==> config.mk <==
export PLATFORM = sky130hd
export DESIGN_NAME = tswt_queue
export DESIGN_NICKNAME = d
export VERILOG_FILES = /design/src/hw/rtl/tswt_pkg.sv /design/src/hw/rtl/tswt_queue.sv
export SDC_FILE = /design/constraint.sdc
export NUM_CORES = 1
export LEC_CHECK = 0
export ABC_AREA = 1
export BUFFER_PORTS_ARGS = -buffer_cell sky130_fd_sc_hd__buf_2
export CAP_MARGIN = 25
export CORE_MARGIN = 4
export CORE_UTILIZATION = 30
export CTS_CLUSTER_DIAMETER = 100
export DETAILED_ROUTE_END_ITERATION = 16
export GPL_TIMING_DRIVEN = 0
export SLEW_MARGIN = 10
export SYNTH_ARGS = -nofsm -noshare
export SYNTH_HDL_FRONTEND = slang
export SYNTH_SLANG_ARGS = --single-unit
==> constraint.sdc <==
create_clock -name clk -period 5 [get_ports clk]
set_clock_uncertainty 0.05 [all_clocks]
set_input_delay 0.25 -clock clk [delete_from_list [all_inputs] [get_ports clk]]
set_output_delay 0.25 -clock clk [all_outputs]
set_load 0.02 [all_outputs]
==> src/hw/rtl/tswt_pkg.sv <==
// Package: shared types and constants for the tick sleep/wakeup table.
`timescale 1ns / 1ps
package tswt_pkg;
  localparam int unsigned HzW = 21;
  localparam int unsigned MsW = 32;
  localparam int unsigned TickW = 32;
  localparam int unsigned SlotW = 6;
  localparam int unsigned KindW = 2;

  localparam logic [KindW-1:0] KIND_IDLE  = 2'd0;
  localparam logic [KindW-1:0] KIND_WOKEN = 2'd1;
  localparam logic [KindW-1:0] KIND_ARMED = 2'd2;

  localparam logic [TickW-1:0] MAX_SLEEP_TICKS = 32'h7FFF_FFFF;
  localparam logic [9:0] MS_PER_S = 10'd1000;
  localparam logic [9:0] ROUND_UP = 10'd999;

  // ceil(2^38 / 1000); exact quotient for any 32-bit dividend
  localparam logic [28:0] DIV_RECIP = 29'h1062_4DD3;
  localparam int unsigned DIV_SHIFT = 38;

  typedef struct packed {
    logic             mode;
    logic [SlotW-1:0] slot;
    logic [MsW-1:0]   duration_ms;
  } in_word_t;

  typedef struct packed {
    logic [KindW-1:0] kind;
    logic [SlotW-1:0] woken_slot;
    logic [TickW-1:0] deadline;
    logic [TickW-1:0] tick_now;
    logic             last;
  } out_word_t;

  // Classified command handed from front to back.
  typedef struct packed {
    logic             is_arm;
    logic [SlotW-1:0] slot;
    logic [TickW-1:0] ticks;
  } cmd_t;
endpackage

==> src/hw/rtl/tswt_queue.sv <==
// Two-entry command queue between front and back.
`timescale 1ns / 1ps
module tswt_queue (
  input  logic           clk,
  input  logic           rst,
  input  logic           wr_valid,
  input  tswt_pkg::cmd_t wr_data,
  output logic           wr_ready,
  output logic           rd_valid,
  output tswt_pkg::cmd_t rd_data,
  input  logic           rd_ready
);
  tswt_pkg::cmd_t mem [2];
  logic wp, rp;
  logic [1:0] fill;
  logic push, pop;

  assign wr_ready = (fill != 2'd2);
  assign rd_valid = (fill != 2'd0);
  assign push = wr_valid && wr_ready;
  assign pop = rd_valid && rd_ready;
  assign rd_data = mem[rp];

  always_ff @(posedge clk) begin
    if (rst) begin
      wp <= 1'b0;
      rp <= 1'b0;
      fill <= 2'd0;
    end else begin
      if (push) wp <= ~wp;
      if (pop) rp <= ~rp;
      fill <= fill + {1'b0, push} - {1'b0, pop};
    end
  end

  always_ff @(posedge clk) begin
    if (push) mem[wp] <= wr_data;
  end
endmodule

# == After elaboration in Yosys (flattened, before gate mapping) ==
# Memory sizes are Yosys's and may differ from the RTL's. A register that Yosys moved wholly into a read port is not among the register bits.
# Cells that the tools add are included.
# word_totals
output_inout_bits,41
memories,1
mem_bits_rw,78
ff_bits,4
# memory_table
memory,depth,word_bits,read_ports,rd_clocked_by_memory_dff,write_ports,line_no,text
mem,2,39,1,1,1,tswt_queue.sv:13,tswt_pkg::cmd_t mem [2];
# classes
n_addsub,2
bitwise,2
n_reduce_logical,3
n_mux,4
eq_ne,1
# ops
operator,count
1-bit 2-to-1 mux,4
2-bit by 1-bit adder with 2-bit output,1
1-bit logical AND,2
"2-bit != test, second input constant",1
1-bit NOT,2
2-bit nonzero test,1
2-bit by 1-bit subtractor with 2-bit output,1

# == Longest topological paths before layout ==
# Gate-level depths: netlist (run 1).
# logic_depth
ltp_word,4
depth_mapped,11
depth_no_buf,11

# == Worst setup path after synthesis (run 1) ==
# No wires, ideal clock.
# synth_timing
kind,register to register
from,register fill[0]
to,memory mem[0][0] (netlist name) (enable)
path_buffers,0
slack_ns,2.163
path_stages_with_launch,5
period_less_slack_ns,2.837
arrival_time_ns,2.352
setup_time_ns,0.435
t_required_ns,4.515
cell_sequence,dfxtp_1 -> inv_1 -> nand2_1 -> nand2_1 -> nor2_1
# synth_via
elab_chain_cells,4
# synth_lines
item,line_no,text
"start, declared",tswt_queue.sv:15,logic [1:0] fill;
"start signal, assigned",tswt_queue.sv:32,"fill <= fill + {1'b0, push} - {1'b0, pop};"
2-bit != test,tswt_queue.sv:18,assign wr_ready = (fill != 2'd2);
named net wr_ready,tswt_queue.sv:8,"output logic wr_ready,"
1-bit logical AND,tswt_queue.sv:20,assign push = wr_valid && wr_ready;
1-bit 2-to-1 mux,tswt_queue.sv:37,if (push) mem[wp] <= wr_data;
1-bit 2-to-1 mux (not written as such),tswt_queue.sv:37,
"end, declared",tswt_queue.sv:13,
# The timed path passes the listed nets, and every way through them passes these cells.

==> results of run 1 <==
[report_power, final]
group | internal [W] | leakage (nW) | total (W) | switching, W
Sequential | 0.000879 | 0.770 | 0.000908 | 0.0000291
Combinational | 0.000240 | 0.650 | 0.000574 | 0.000335
Clock | 0.000226 | 0.0881 | 0.000451 | 0.000225
[sequential cells by signal (all words and copies together), names as in the netlist, named ones only]
| name | flops |
|---|---|
| fill | 2 |
| rp | 1 |
| wp | 1 |
| mem | 78 |
[area by class of cell]
| cell class | count | area share (%) |
|---|---|---|
| clock inverters | 5 | 1.40 |
| clock buffers | 10 | 3.25 |
| repair buffers | 86 | 11.9 |
| well taps | 133 | 4.24 |
| plain buffers | 4 | 1.05 |
| flip-flops and latches | 83 | 62.2 |
| inverters | 8 | 0.765 |
| multi-input cells | 63 | 15.2 |
[path summary, 6_finish.rpt]
check | from | to | slack [ps] | cells after the start
setup / recovery | register | rd_data[33] | 3150 | 4
setup reg to reg | fill[0]$_SDFF_PP0_ | mem[0][14]$_DFFE_PP_ | 3240 | 5
hold / removal | wr_data[21] | mem[0][21]$_DFFE_PP_ | 40 | 1
hold reg to reg | rp$_SDFFE_PP0P_ | rp$_SDFFE_PP0P_ | 460 | 2
[kinds of logic after synthesis]
logic type	count (synthesis)
AOI/OAI and AO/OA	2
adders and majority gates	2
buffers and inverters	12
DFF	83
muxes	39
and+or+nand+nor	20
[critical path, cell delays in order (launching register included)]
cell,delay (ps)
dfxtp_1,370
buf_6,180
buf_8,180
mux2_4,320
buf_2,160
[routing by layer]
| metal | vias to the layer above | wire, um | track usage, % |
|---|---|---|---|
| met3 | 11 | 441 | 4.17 |
| met4 | 0 | 115 | 5.08 |
| li1 | 785 | - | - |
| met2 | 53 | 2920 | 16.5 |
| met1 | 794 | 2070 | 9.93 |
| met5 | - | 0 | 0 |
[metrics by stage]
stage	util (%)	hold WS [ps]	worst slack, ps	cell area, sq um
global placement	37.2	374	1140	3690
floorplan	-	271	2160	3100
detailed placement	37.7	376	3190	3730
finish	39.6	37.9	3150	3930
CTS	39.6	9.97	3100	3930
global route	39.6	4.35	3050	3930
[layout by cell type (no fill, tap or decap), types with 2 or more instances in the layout]
| cell | instances |
|---|---|
| buf_12 | 2 |
| inv_1 | 7 |
| a21oi_1 | 2 |
| mux2_4 | 10 |
| buf_2 | 83 |
| edfxtp_1 | 78 |
| clkinv_2 | 2 |
| clkbuf_8 | 9 |
| mux2_2 | 29 |
| dfxtp_1 | 5 |
| ha_1 | 2 |
| nand3_1 | 3 |
| clkinvlp_4 | 2 |
| nor2_1 | 8 |
| nand2_1 | 8 |
| buf_4 | 2 |
[what timing repair did]
action	4_1_cts	5_1_grt
endpoints found under the setup margin	0	0
hold buffers	1	0
hold endpoints to repair	1	0
setup buffers	0	0
==> results_dict.tcl, run 1 <==
set metrics [dict create \
    status "finished, final reports clean" \
    yosysTopAreaCell "edfxtp_1" \
    area_growth_pct 26.5 \
    totalWireLength_um 5550 \
    cts_num_sinks 83 \
    synthDistinctLibCells 13 \
    grt_start_max_net_pins 23 \
    grt_usage_pct 9.62 \
    diodes 0 \
    yosys.area_share.simple_pct 2.54 \
    dp_cells 376 \
    synth_top_family_by_area "multiplexers" \
    fin_setup_tns_ps 0 \
    yosysWarnings 0 \
    crit_arrival_ps 1550 \
    cts.clk_slew.worst_paths_ps 80 \
    grt_pass1_wl_um 8260 \
    synth_cells 158 \
    grt_pass1_vias 1759 \
    dp_hpwl_um 3870 \
    drive_gt1_share_pct 55.6 \
    cp.required_ps 4700 \
    fin_nets 300 \
    dieHeight_um 110 \
    gp_routability_congestion 0.560 \
    yosysMostFrequentCell "edfxtp_1" \
    hold_viol_final 0 \
    ant_nets 0 \
    critical_path_class "reg2out" \
    drc 0 \
    power.leakage_nw 1.51 \
    synth_edf_count 78 \
    worstMarginPinSlew_ps 593 \
    io_buffers 83 \
    synth_fa_ha_area_share_pct 0.806 \
    numCtsBuffers 9 \
    final_cells 392 \
    fin_crit_ps 1850 \
    clockBufferDepth 2 \
    first_pass_iters 4 \
    critical_path.max_fanout 10 \
    die_w_um 110 \
    vias 1643 \
    critical_path.endpoint_type "output port" \
    start_util_pct 31.3 \
    ctsResizeCount 0 \
    p_per_area_nw_per_um2 492 \
    yosys-mux-area-fraction_pct 15.4 \
    antenna_found_initial 0 \
    slew-limit-headroom_pct 60.3 \
    detail_route.vias_per_cell 4.19 \
    synth_compound_area_share_pct 0.322 \
    clk_latency_ps 340 \
    nFillCells 946 \
    synth_xor_area_share_pct 0 \
    holdCritPathClass "in2reg" \
    synth_nets 203 \
    ys_seq_elements 83 \
    power_w 0.00193 \
    setup_viol 0 \
    core_region_area_sq_um 9910 \
    synth_common_cells "edfxtp_1 (78), mux2_2 (29), mux2_4 (10)" \
    regArea_sq_um 2440 \
    placementRows 36 \
    dieArea_sq_um 12000 \
    multi_input_area_sq_um 598 \
    synth_flop_cell "edfxtp_1" \
    maxCapViolCount 0 \
    syn_area_sq_um 3100 \
    yosysTopAreaCellShare_pct 75.5 \
    wire_per_inst_um 14.2 \
    fmax_mhz 541 \
    yosysSeqAreaShare_pct 78.7 \
    cts-htree-levels 3 \
    syn_avg_cell_area_sq_um 19.6 \
    ir_worst_vdd_v 0.000321 \
    grt_overflow 0 \
    async_flop_share_pct 0 \
    yosys-top-cells-area "edfxtp_1 (75%), mux2_2 (11%), mux2_4 (4.8%)" \
    pin_count 84 \
    rsz0062_at_grt "false" \
    cts_root_buf "clkbuf_8" \
    cts_tree "built" \
    cp-start-kind "register" \
    drv_slew 0 \
    drt_iter0_drc 49 \
    finalCritPeriodShare_pct 37.0 \
]
(Power assumes the default switching activity.)
==> run 2: changes to the inputs <==
==> constraint.sdc (replaced) <==
create_clock -name clk -period 1.74 [get_ports clk]
set_clock_uncertainty 0.05 [all_clocks]
set_input_delay 0.087 -clock clk [delete_from_list [all_inputs] [get_ports clk]]
set_output_delay 0.087 -clock clk [all_outputs]
set_load 0.02 [all_outputs]
==> run 2 against run 1 <==
Against the previous run:
- core utilization up 4.9 points
- clock power rose to 3.2 times the previous value
- critical endpoint is now rd_data[29]
- largest power group unchanged
- global-route usage up 0.95 points
- die area unchanged
- highest routed layer unchanged
- worst hold slack better by 350 ps
==> results_dict.tcl, run 2 (synthesized netlist as in run 1, its figures left out) <==
set metrics [dict create \
    start_util_pct 31.3 \
    cp.required_ps 1600 \
    grt_usage_pct 10.6 \
    first_pass_iters 4 \
    critical_path.max_fanout 10 \
    fmax_mhz 613 \
    area_growth_pct 42.3 \
    ir_worst_vdd_v 0.000776 \
    final_cells 437 \
    wire_per_inst_um 14.0 \
    fin_setup_tns_ps 0 \
    core_region_area_sq_um 9910 \
    ant_nets 0 \
    holdCritPathClass "in2reg" \
    path_cells "buf_6 > buf_8 > mux2_4 > buf_2" \
    numCtsBuffers 9 \
    setup_viol 0 \
    die_w_um 110 \
    p_per_area_nw_per_um2 1330 \
    grt_pass1_vias 1836 \
    power.leakage_nw 1.71 \
    dp_cells 375 \
    r2r-start "fill[1]$_SDFF_PP0_" \
    diodes 0 \
    vias 1811 \
    holdWs_ps 393 \
    dp_hpwl_um 3670 \
    critPathMaxStageDelay_ps 370 \
    cts_num_sinks 83 \
    clockBufferDepth 2 \
    io_buffers 83 \
    drv_slew 0 \
    cp-start-kind "register" \
    status "finished, final reports clean" \
    reg2reg_depth 3 \
    critical_path.endpoint_type "output port" \
    regMostFlops "mem" \
    drt_iter0_drc 40 \
    reg_top3 "mem (78), fill (2)" \
    rsz0062_at_grt "false" \
    fin_nets 344 \
    cts.clk_slew.worst_paths_ps 80 \
    detail_route.vias_per_cell 4.14 \
    cts-htree-levels 3 \
    fin_crit_ps 1630 \
    cts_root_buf "clkbuf_8" \
    totalWireLength_um 6100 \
    dieArea_sq_um 12000 \
    layout_commonest_cell "buf_2" \
    drive_gt1_share_pct 49.7 \
    maxCapViolCount 0 \
    place_area_sq_um 3730 \
    placementRows 36 \
    slew-limit-headroom_pct 60.3 \
    slowest_stage "dfxtp_1" \
    fin_util_pct 44.6 \
    hold_viol_final 0 \
    dieHeight_um 110 \
    finalCritPeriodShare_pct 93.8 \
    antenna_found_initial 0 \
    final_cell_area_sq_um 4420 \
    pin_count 84 \
    hold_depth 3 \
    ff2ff_setup_slack_ps 160 \
    grt_overflow 0 \
    cts_tree "built" \
    layout_common_cells "buf_2 (83), edfxtp_1 (78), dlygate4sd3_1 (42)" \
    grt_start_max_net_pins 21 \
    crit_arrival_ps 1490 \
    gp_routability_congestion 0.697 \
    largest_reg_flops 78 \
    drc 0 \
    nFillCells 901 \
    grt_pass1_wl_um 9290 \
    worstMarginPinSlew_ps 595 \
    worstReg2RegEnd "mem[1][35]$_DFFE_PP_" \
    crit_end "rd_data[29]" \
    critical_path_class "reg2out" \
    clk_latency_ps 340 \
]
## run 2: power breakdown
group | switching, W | total (W) | internal (W)
sequential | 0.0000872 | 0.00262 | 0.00253
combinational | 0.00101 | 0.00181 | 0.000804
clock | 0.000655 | 0.00145 | 0.000791
total | 0.00175 | 0.00587 | 0.00412
## run 2: layout make-up
class / instances / area, sq um / share of cell area [%]
flip-flops and latches: 83 / 2440 / 55.3
repair buffers: 128 / 903 / 20.5
multi-input cells: 64 / 614 / 13.9
well taps: 133 / 166 / 3.77
clock buffers: 9 / 124 / 2.80
clock inverters: 7 / 82.6 / 1.87
plain buffers: 4 / 41.3 / 0.935
inverters: 8 / 33.8 / 0.765
repair inverters: 1 / 7.51 / 0.170
## run 2: what timing repair did
item                                   CTS  global route
gates cloned                             2             0
setup endpoints to repair               60             6
gates resized for setup                  2             2
hold buffers                            42             0
pin swaps                                1             0
endpoints found under the hold margin   83             0
buffers inserted                         2             0
## run 2: metal layers
| metal | global-route usage [%] | vias to the layer above | wire length, um |
|---|---|---|---|
| met1 | 12.6 | 870 | 2600 |
| li1 | - | 879 | - |
| met4 | 4.01 | 0 | 76 |
| met5 | 0 | - | 0 |
| met2 | 17.7 | 54 | 3050 |
| met3 | 3.52 | 8 | 369 |
## run 2: worst max-delay path, delay by kind of cell, from the launching register on
kind	cells	cell delay [ps]
buffers and inverters	3	460
multiplexers	1	310
flip-flops	1	370
## run 2: stage by stage
step	setup slack, ps	total power (W)
6_report	108	0.00587
5_1_grt	18.9	0.00623
4_1_cts	53.8	0.00598
3_5_place_dp	-301	0.00436
3_3_place_gp	-285	0.00429
2_1_floorplan	18.3	0.00380
## run 2: how the worst min path moves through the flow
stage	from	to	slack (ps)
2_1_floorplan	rst	fill[0]$_SDFF_PP0_	110
3_3_place_gp	rst	fill[0]$_SDFF_PP0_	210
3_5_place_dp	rst	fill[0]$_SDFF_PP0_	230
4_1_cts	rst	fill[0]$_SDFF_PP0_	380
5_1_grt	wr_data[8]	mem[0][8]$_DFFE_PP_	390
6_report	rst	fill[0]$_SDFF_PP0_	390
