<file path="src/hw/rtl/tswt_pkg.sv">
// Package: shared types and constants for the tick sleep/wakeup table.
`timescale 1ns / 1ps
package tswt_pkg;
  localparam int unsigned HzW = 21;
  localparam int unsigned MsW = 32;
  localparam int unsigned TickW = 32;
  localparam int unsigned SlotW = 6;
  localparam int unsigned KindW = 2;

  localparam logic [KindW-1:0] KIND_IDLE  = 2'd0;
  localparam logic [KindW-1:0] KIND_WOKEN = 2'd1;
  localparam logic [KindW-1:0] KIND_ARMED = 2'd2;

  localparam logic [TickW-1:0] MAX_SLEEP_TICKS = 32'h7FFF_FFFF;
  localparam logic [9:0] MS_PER_S = 10'd1000;
  localparam logic [9:0] ROUND_UP = 10'd999;

  // ceil(2^38 / 1000); exact quotient for any 32-bit dividend
  localparam logic [28:0] DIV_RECIP = 29'h1062_4DD3;
  localparam int unsigned DIV_SHIFT = 38;

  typedef struct packed {
    logic             mode;
    logic [SlotW-1:0] slot;
    logic [MsW-1:0]   duration_ms;
  } in_word_t;

  typedef struct packed {
    logic [KindW-1:0] kind;
    logic [SlotW-1:0] woken_slot;
    logic [TickW-1:0] deadline;
    logic [TickW-1:0] tick_now;
    logic             last;
  } out_word_t;

  // Classified command handed from front to back.
  typedef struct packed {
    logic             is_arm;
    logic [SlotW-1:0] slot;
    logic [TickW-1:0] ticks;
  } cmd_t;
endpackage

</file>
<file path="src/hw/rtl/tswt_if.sv">


interface tswt_out_if;
  logic                valid;
  logic                ready;
  tswt_pkg::out_word_t data;
  modport source (output valid, output data, input ready);
  modport sink (input valid, input data, output ready);
endinterface

</file>
<file path="src/hw/rtl/tswt_back.sv">
// Back end: slot table, tick counter, arming and wake scan.
`timescale 1ns / 1ps
module tswt_back #(
  parameter int unsigned SLOTS = 64
) (
  input  logic           clk,
  input  logic           rst,
  input  logic           cmd_valid,
  input  tswt_pkg::cmd_t cmd,
  output logic           cmd_ready,
  tswt_out_if.source     out_ch
);
  localparam int unsigned IW = (SLOTS > 1) ? $clog2(SLOTS) : 1;
  localparam int unsigned TW = tswt_pkg::TickW;

  typedef enum logic [2:0] {
    S_IDLE = 3'b001, S_SCAN = 3'b010, S_EMIT = 3'b100
  } state_t;

  state_t state;
  logic [TW-1:0] dl_mem [SLOTS];
  logic [SLOTS-1:0] armed;
  logic [TW-1:0] tick_count;
  logic [IW-1:0] idx;
  logic [TW-1:0] rd_dl;
  logic rd_ok;      // registered read of idx valid
  logic [IW-1:0] rd_idx;
  logic woke_any;
  logic scan_done;
  logic [TW-1:0] diff;
  logic hit;
  logic out_free;
  logic take;
  logic scan_step;
  logic pend_go;

  // pending result waiting to go into the output register
  logic pend;
  tswt_pkg::out_word_t pend_w;

  assign out_free = !out_ch.valid || out_ch.ready;
  assign cmd_ready = (state == S_IDLE) && !pend;
  assign take = cmd_valid && cmd_ready;
  assign diff = rd_dl - tick_count;
  assign hit = rd_ok && armed[rd_idx] && (diff == '0 || diff[TW-1]);
  assign scan_step = (state == S_SCAN) && (!pend || out_free);
  // a woken word is held until the next wake or the end of the scan settles its last flag
  assign pend_go = pend && out_free && ((state == S_IDLE) || (scan_step && hit));

  always_ff @(posedge clk) begin
    if (scan_step) rd_dl <= dl_mem[idx];
    if (take && cmd.is_arm)
      dl_mem[cmd.slot[IW-1:0]] <= tick_count + cmd.ticks;
  end

  always_ff @(posedge clk) begin
    if (rst) begin
      state <= S_IDLE;
      armed <= '0;
      tick_count <= '0;
      idx <= '0;
      rd_ok <= 1'b0;
      rd_idx <= '0;
      woke_any <= 1'b0;
      scan_done <= 1'b0;
      pend <= 1'b0;
      out_ch.valid <= 1'b0;
    end else begin
      if (out_ch.valid && out_ch.ready) out_ch.valid <= 1'b0;
      if (pend_go) begin
        out_ch.valid <= 1'b1;
        pend <= 1'b0;
      end
      unique case (state)
        S_IDLE: if (take) begin
          if (cmd.is_arm) begin
            armed[cmd.slot[IW-1:0]] <= 1'b1;
            pend <= 1'b1;
          end else begin
            tick_count <= tick_count + 1'b1;
            idx <= '0;
            rd_ok <= 1'b0;
            woke_any <= 1'b0;
            scan_done <= 1'b0;
            state <= S_SCAN;
          end
        end
        S_SCAN: if (scan_step) begin
          // one slot per cycle unless output stalls; rd_idx result uses its registered read
          if (hit) begin
            armed[rd_idx] <= 1'b0;
            woke_any <= 1'b1;
            pend <= 1'b1;
          end
          rd_ok <= !scan_done;
          rd_idx <= idx;
          if (!scan_done) begin
            if (32'(idx) == SLOTS - 1) scan_done <= 1'b1;
            else idx <= idx + 1'b1;
          end else begin
            state <= S_EMIT;
          end
        end
        S_EMIT: begin
          if (!woke_any) pend <= 1'b1;
          state <= S_IDLE;
        end
        default: state <= S_IDLE;
      endcase
    end
  end

  always_ff @(posedge clk) begin
    if (pend_go) out_ch.data <= pend_w;
    unique case (state)
      S_IDLE: if (take && cmd.is_arm) begin
        pend_w.kind <= tswt_pkg::KIND_ARMED;
        pend_w.woken_slot <= cmd.slot;
        pend_w.deadline <= tick_count + cmd.ticks;
        pend_w.tick_now <= tick_count;
        pend_w.last <= 1'b1;
      end
      S_SCAN: if (scan_step && hit) begin
        pend_w.kind <= tswt_pkg::KIND_WOKEN;
        pend_w.woken_slot <= tswt_pkg::SlotW'(rd_idx);
        pend_w.deadline <= rd_dl;
        pend_w.tick_now <= tick_count;
        pend_w.last <= 1'b0;
      end
      S_EMIT: if (!woke_any) begin
        pend_w.kind <= tswt_pkg::KIND_IDLE;
        pend_w.woken_slot <= '0;
        pend_w.deadline <= '0;
        pend_w.tick_now <= tick_count;
        pend_w.last <= 1'b1;
      end else begin
        // held word is the final wake of this tick
        pend_w.last <= 1'b1;
      end
      default: ;
    endcase
  end
endmodule

</file>
<file path="src/flat_wrapper.sv">
// flat-port wrapper written by rule: the top's interface ports become plain ports
module tswt_back_flat 
#(
  parameter int unsigned SLOTS = 64
)
  (clk, rst, cmd_valid, cmd, cmd_ready, out_ch_valid, out_ch_data, out_ch_ready);
  tswt_out_if out_ch_i ();
  input  logic clk;
  input  logic rst;
  input  logic cmd_valid;
  input  tswt_pkg::cmd_t cmd;
  output logic cmd_ready;
  output wire logic [$bits(out_ch_i.valid)-1:0] out_ch_valid;
  output wire logic [$bits(out_ch_i.data)-1:0] out_ch_data;
  input wire logic [$bits(out_ch_i.ready)-1:0] out_ch_ready;
  assign out_ch_valid = out_ch_i.valid;
  assign out_ch_data = out_ch_i.data;
  assign out_ch_i.ready = out_ch_ready;
  tswt_back #(.SLOTS(SLOTS)) u_core (.clk(clk), .rst(rst), .cmd_valid(cmd_valid), .cmd(cmd), .cmd_ready(cmd_ready), .out_ch(out_ch_i));
endmodule
</file>
<file path="config.mk">
export PLATFORM = sky130hd
export DESIGN_NAME = tswt_back_flat
export DESIGN_NICKNAME = d
export VERILOG_FILES = /design/src/hw/rtl/tswt_pkg.sv /design/src/hw/rtl/tswt_if.sv /design/src/hw/rtl/tswt_back.sv /design/src/flat_wrapper.sv
export SDC_FILE = /design/constraint.sdc
export NUM_CORES = 2
export LEC_CHECK = 0
export BUFFER_PORTS_ARGS = -buffer_cell sky130_fd_sc_hd__buf_4
export CELL_PAD_IN_SITES_DETAIL_PLACEMENT = 1
export CELL_PAD_IN_SITES_GLOBAL_PLACEMENT = 1
export CORE_MARGIN = 5
export CORE_UTILIZATION = 60
export CTS_BUF_LIST = sky130_fd_sc_hd__clkbuf_16
export DETAILED_ROUTE_END_ITERATION = 12
export PLACE_DENSITY_LB_ADDON = 0.1
export SYNTH_ARGS = -nofsm -noshare
export SYNTH_HDL_FRONTEND = slang
export SYNTH_SLANG_ARGS = --single-unit
</file>
<file path="constraint.sdc">
create_clock -name clk -period 14.08 [get_ports clk]
set_clock_uncertainty 0.05 [all_clocks]
set_input_delay 2.816 -clock clk [delete_from_list [all_inputs] [get_ports clk]]
set_output_delay 2.816 -clock clk [all_outputs]
set_load 0.005 [all_outputs]
</file>
* Yosys cells after proc, flatten, opt, wreduce, memory -nomap -nowiden
Memories as Yosys holds them, arrays and structs flattened. A register that Yosys moved wholly into a read port is not among the register bits. Cells that the tools add are included. Widths: inputs -> output; s select.
Word-level totals: flip-flop bits (word level) 262, memory bits (writable) 2048, input port bits 43, output and inout bits 75, memories kept 1
Cells by class: add/sub/neg operators 4, $lt $le $gt $ge 4, equal/unequal tests 15, muxes and demuxes 48, bitwise operators 4, reduce and logical (&&, ||, !) cells 32
Memory list:
- u_core.dl_mem | depth 64, bits a word 32, read ports 1, clocked after Yosys merged registers in 1, wr ports 1, line tswt_back.sv:21 | logic [TW-1:0] dl_mem [SLOTS];
Operators by type and width (count):
- $mux 64 | 4
- $pmux 73 s3 | 1
- $mux 73 | 2
- $pmux 64 s2 | 1
- $mux 72 | 1
- $and 64x64->64 | 1
- $not 64->64 | 1
- $or 64x64->64 | 1
- $add 32x1->32 const B | 1
- $add 32x32->32 | 1
- $logic_not 32->1 | 1
- $sub 32x32->32 | 1
- $mux 6 | 5
- $mux 1 | 21
- $lt 6x7->1 const B | 2
- $ne 2x2->1 const B | 7
- $demux 1 s6 | 2
- $ge 6x1->1 const B | 2
- $logic_and 1x1->1 | 12
- $mux 3 | 4
- $pmux 6 s2 | 1
- $reduce_and 4->1 | 3
- $reduce_and 5->1 | 2
- $ne 2x1->1 const B | 4
- 17 further kinds | 26

* Longest topological paths before layout
word-level depth 11, mapped depth 16, gate-level depth less buffers 14

* Worst setup path before layout
No wires, ideal clock.
kind input to register, from in out_ch_ready, to reg u_core.out_ch.data[0] (netlist name), setup time 0.607 ns, data arrival time 8.290 ns, data required time 13.423 ns, path slack 5.133 ns, stages on the path 3, path through nand2b_1 -> nand3_1 -> o21ai_0
On the way: longest elaborated chain between the ends 6, elaborated cells on any way between the ends 7, those cells by class reduce/logical: 7
Ends and longest elaborated chain:
- from (decl) | line flat_wrapper.sv:15 | input wire logic [$bits(out_ch_i.ready)-1:0] out_ch_ready;
- $logic_or 1x1->1 (*) | line tswt_back.sv:41 | assign out_free = !out_ch.valid || out_ch.ready;
- $logic_or 1x1->1 | line tswt_back.sv:46 | assign scan_step = (state == S_SCAN) && (!pend || out_free);
- $logic_and 1x1->1 | line tswt_back.sv:46
- $logic_and 1x1->1 | line tswt_back.sv:48 | assign pend_go = pend && out_free && ((state == S_IDLE) || (scan_step && hit));
- $logic_or 1x1->1 | line tswt_back.sv:48
- $logic_and 1x1->1 (*) | line tswt_back.sv:48
- net u_core.pend_go | line tswt_back.sv:35 | logic pend_go;
The timed path passes the listed nets; every way through them passes the cells marked *. A chain may end at the register's enable or synchronous reset.

* Final worst setup path
from in cmd[3] (netlist name), to mem u_core.dl_mem[20][31] (netlist name), data pin
On the way: longest elaborated chain between the ends 1
Ends and longest elaborated chain:
- from (decl) | line flat_wrapper.sv:11 | input tswt_pkg::cmd_t cmd;
- $add 32x32->32 | line tswt_back.sv:53 | dl_mem[cmd.slot[IW-1:0]] <= tick_count + cmd.ticks;
- to (decl) | line tswt_back.sv:21
Every way passes these cells.

==> results by group <==
Place
  – Post-Place Setup Slack: between 6 and 7 ns
  – Hpwl dp: 140.7 mm
  – RePlAce Congestion: slightly below 0.9
  – Buffers added on ports: around 120

Min path
  – WHS Path Cells: 0
  – Hold Startpoint: u_core.pend_w[21]$_DFFE_PP_
  – Hold EP: u_core.out_ch.data[21]$_DFFE_PP_
  – Worst Hold Class: reg2reg

Worst setup path
  – Worst-path fanout max: 64
  – FF-to-FF setup slack: 8.02 ns
  – Reg2reg end: u_core.pend_w[19]$_DFFE_PP_
  – CP arrival: slightly above 7 ns
  – CP Class: in2reg
  – RR Startpoint: u_core.tick_count[19]$_SDFFE_PP0P_
  – Register-to-Register Path Depth: 13
  – Crit path required time: between 10 and 15 ns
  – Startpoint Class: primary input
  – Crit end category: flip-flop

GRT
  – Grt ovf: 0
  – Largest net degree at the start of global routing: about 150
  – Antenna violations before repair: 19
  – Vias in the first global route: 49860
  – Tot GR Track Use: roughly 30%
  – Global-route wire length before repair: approximately 360 mm

Clock tree
  – Setup bufs post-CTS: 0
  – CTS H-tree lvls: 4
  – # hold bufs at CTS: 0
  – Clock Tree Buf Depth: 3
  – Clock Pin Slew Worst Setup and Hold Paths: about 0.060 ns
  – Post-cts resize count: 0
  – Root Driver: clkbuf_16
  – CTS tree: done
  – Num CTS Buffers: 223
  – Clk sinks: ~2300
  – Clock Latency Late Sink: 0.84 ns

Die
  – Die height: ~400 um
  – Chip width: ~400 um
  – IO Pins: around 120
  – CORE AREA: ~0.15 mm^2
  – Die footprint: 0.1628 mm^2
  – Placement row count: 144
  – Starting Density: around three fifths

Route
  – Avg Vias per Cell: between 6 and 7
  – Routed length per instance: about 36 um
  – DRT antenna net count: 0
  – Drt total wl: between 200 and 250 mm
  – Via Count: around 48000
  – Drc violations: 0
  – Initial DRC count: just over 6000
  – First drt pass iteration count: 5

Cells and area
  – Filler cells: roughly 12000
  – Fraction of layout cells with a size suffix above 1: approximately 28%
  – Syn-to-layout area delta: 12.36%
  – Nets: about 4800
  – Footprint of the multi-input gates: between 0.02 and 0.025 mm^2
  – Sequential cell area: a little under 0.07 mm^2

Synthesis
  – Seq/Total Area, Yosys: 74.47%
  – Top cell type's share of synthesized area: a little under three quarters
  – Synth top area cells: edfxtp_1 72%, mux4_2 16%, dfxtp_1 2.5%
  – Synth warn: 0
  – Async S/R FF share, synth: 0%
  – Cell variety after synth: 73
  – Syn Nets: between 4000 and 5000
  – Synth Area in XOR/XNOR: less than 1%
  – Post-Synth Simple-Gate Area: approximately 2.9%
  – Synth Area in Adders: less than 1%
  – Largest family of logic cells by synthesized area: multiplexers
  – Yosys reg bits: 2342
  – Syn_area_per_cell: 20.89 um^2
  – Synth top cells by count: 2226 x edfxtp_1, 678 x mux4_2, 187 x nor2_1
  – Most frequent cell after synthesis: edfxtp_1
  – Synth Flop Type: edfxtp_1
  – Cell count after synthesis: 4446
  – Number of synthesized flops with an enable pin: about 2200
  – Netlist Area Pre-Place: between 0.09 and 0.1 mm^2
  – Complex-gate fraction of the synthesized area: about 3.2%
  – Library cell with the largest summed area after synthesis: edfxtp_1
  – Mux cell area share after synthesis: between 10% and 20%

Pwr
  – Cell Pwr Density: about 130 mW/mm^2
  – Peak VDD IR: 121.5 uV
  – Leakage: 32.19 nW

Timing
  – Final hold vios: 0
  – Tmin final: 6.788 ns
  – Count of pins over their slew limit: 0
  – Worst slew margin: between 10% and 20%
  – Setup TNS: 0 ns
  – PnR worst setup slack: 7.292 ns
  – Tcrit/Tclk final: about half
  – # setup viols final: 0
  – Worst-margin pin slew: approximately 1.2 ns
  – Peak Freq: about 150 MHz
  – Unrepaired setup endpoints after global routing: no

Run status
  – Status: finished clean

Flow run
  – Max cap viols: 0
-- logic make-up after synthesis --
| family | Yosys count |
|---|---|
| DFF | 2342 |
| muxes | 700 |
| and+or+nand+nor | 562 |
| AOI/OAI and AO/OA | 408 |
| buffers and inverters | 298 |
| xor gates and xnor gates | 70 |
| adders and majority gates | 66 |
-- registers in the layout, summed over array words and instances (netlist names), 3 cells and up --
name and cells:
u_core.rd_dl 32, u_core.idx 6, u_core.state 3, u_core.pend_w 73, u_core.dl_mem 2048, u_core.rd_idx 6
u_core.tick_count 32, u_core.out_ch.data 73, u_core.armed 64
-- worst max path at each step --
stage | cells past startpoint | slack (ns) | start | endpoint
floorplan | 3 | 5.13 | out_ch_ready | u_core.out_ch.data[0]$_DFFE_PP_
global placement | 14 | 6.66 | cmd[3] | u_core.dl_mem[22][31]$_DFFE_PP_
detailed placement | 14 | 6.47 | cmd[3] | u_core.dl_mem[22][31]$_DFFE_PP_
global route | 14 | 7.01 | cmd[3] | u_core.dl_mem[49][31]$_DFFE_PP_
CTS | 14 | 7.34 | cmd[3] | u_core.dl_mem[22][31]$_DFFE_PP_
finish | 14 | 7.29 | cmd[3] | u_core.dl_mem[20][31]$_DFFE_PP_
-- critical path: stages --
cell and delay (ns):
buf_4 0.11, ha_1 0.37, a21oi_1 0.20, o22ai_1 0.13, o21ai_0 0.42, o21ai_0 0.36, o211ai_1 0.72, o31a_1 0.41
or3_1 0.20, a31o_2 0.22, nand2b_1 0.09, a21oi_1 0.35, xor2_4 0.21, buf_4 0.54
-- stage by stage --
stage	utilization (%)	cells	instance area [um^2]	power (mW)	hold WS, ns
2_1_floorplan	-	4446	92880	8.120	0.3503
3_3_place_gp	63.20	6521	97350	8.294	0.3514
3_5_place_dp	63.20	6521	97350	8.319	0.3563
4_1_cts	67.74	6933	104300	14.00	0.3677
5_1_grt	67.74	6933	104300	14.41	0.3712
6_report	67.74	6937	104400	13.91	0.3705
-- layout make-up --
type	count	share of cell area [%]
Inverter	65	0.2338
Clock buffer	225	5.395
Clock inverter	187	1.310
Timing Repair Buffer	264	1.923
Sequential cell	2342	66.29
Multi-Input combinational cell	1806	22.38
Antenna cell	4	0.009592
Tap cell	2044	2.451
-- per-layer routing --
layer  global-route usage, %  up-vias  wire [um]
met1                   43.86    25770      94700
met4                   7.804        6       6572
met3                   5.061      422      21050
li1                        -    19190          -
met5                       0        -         41
met2                   50.77     2623     124300
-- power by group --
group	total (mW)	leakage (nW)	switching [mW]	internal [mW]
Combinational	0.402	7.61	0.291	0.111
Clock	5.74	3.59	2.58	3.16
Sequential	7.77	21.0	0.0300	7.74
Total	13.9	32.2	2.90	11.0
-- placed cells by master (no fill, tap or decap), drive strengths merged, types with 7 or more instances in the layout --
cell,instances
a211oi,9
a21boi,7
a21o,19
a21oi,71
a221oi,7
a22o,35
a22oi,68
a41oi,61
and2,12
and3,12
buf,264
bufinv,14
clkbuf,225
clkinv,107
clkinvlp,9
dfxtp,116
edfxtp,2226
ha,64
inv,122
mux2i,18
mux4,678
nand2,155
nand2b,19
nand3,39
nand3b,7
nand4,21
nor2,188
nor2b,15
nor3,37
nor4,12
o211ai,11
o21a,11
o21ai,51
o21bai,9
or2,9
or3,9
xnor2,52
xor2,18
Power figures use the tool's default switching activity.
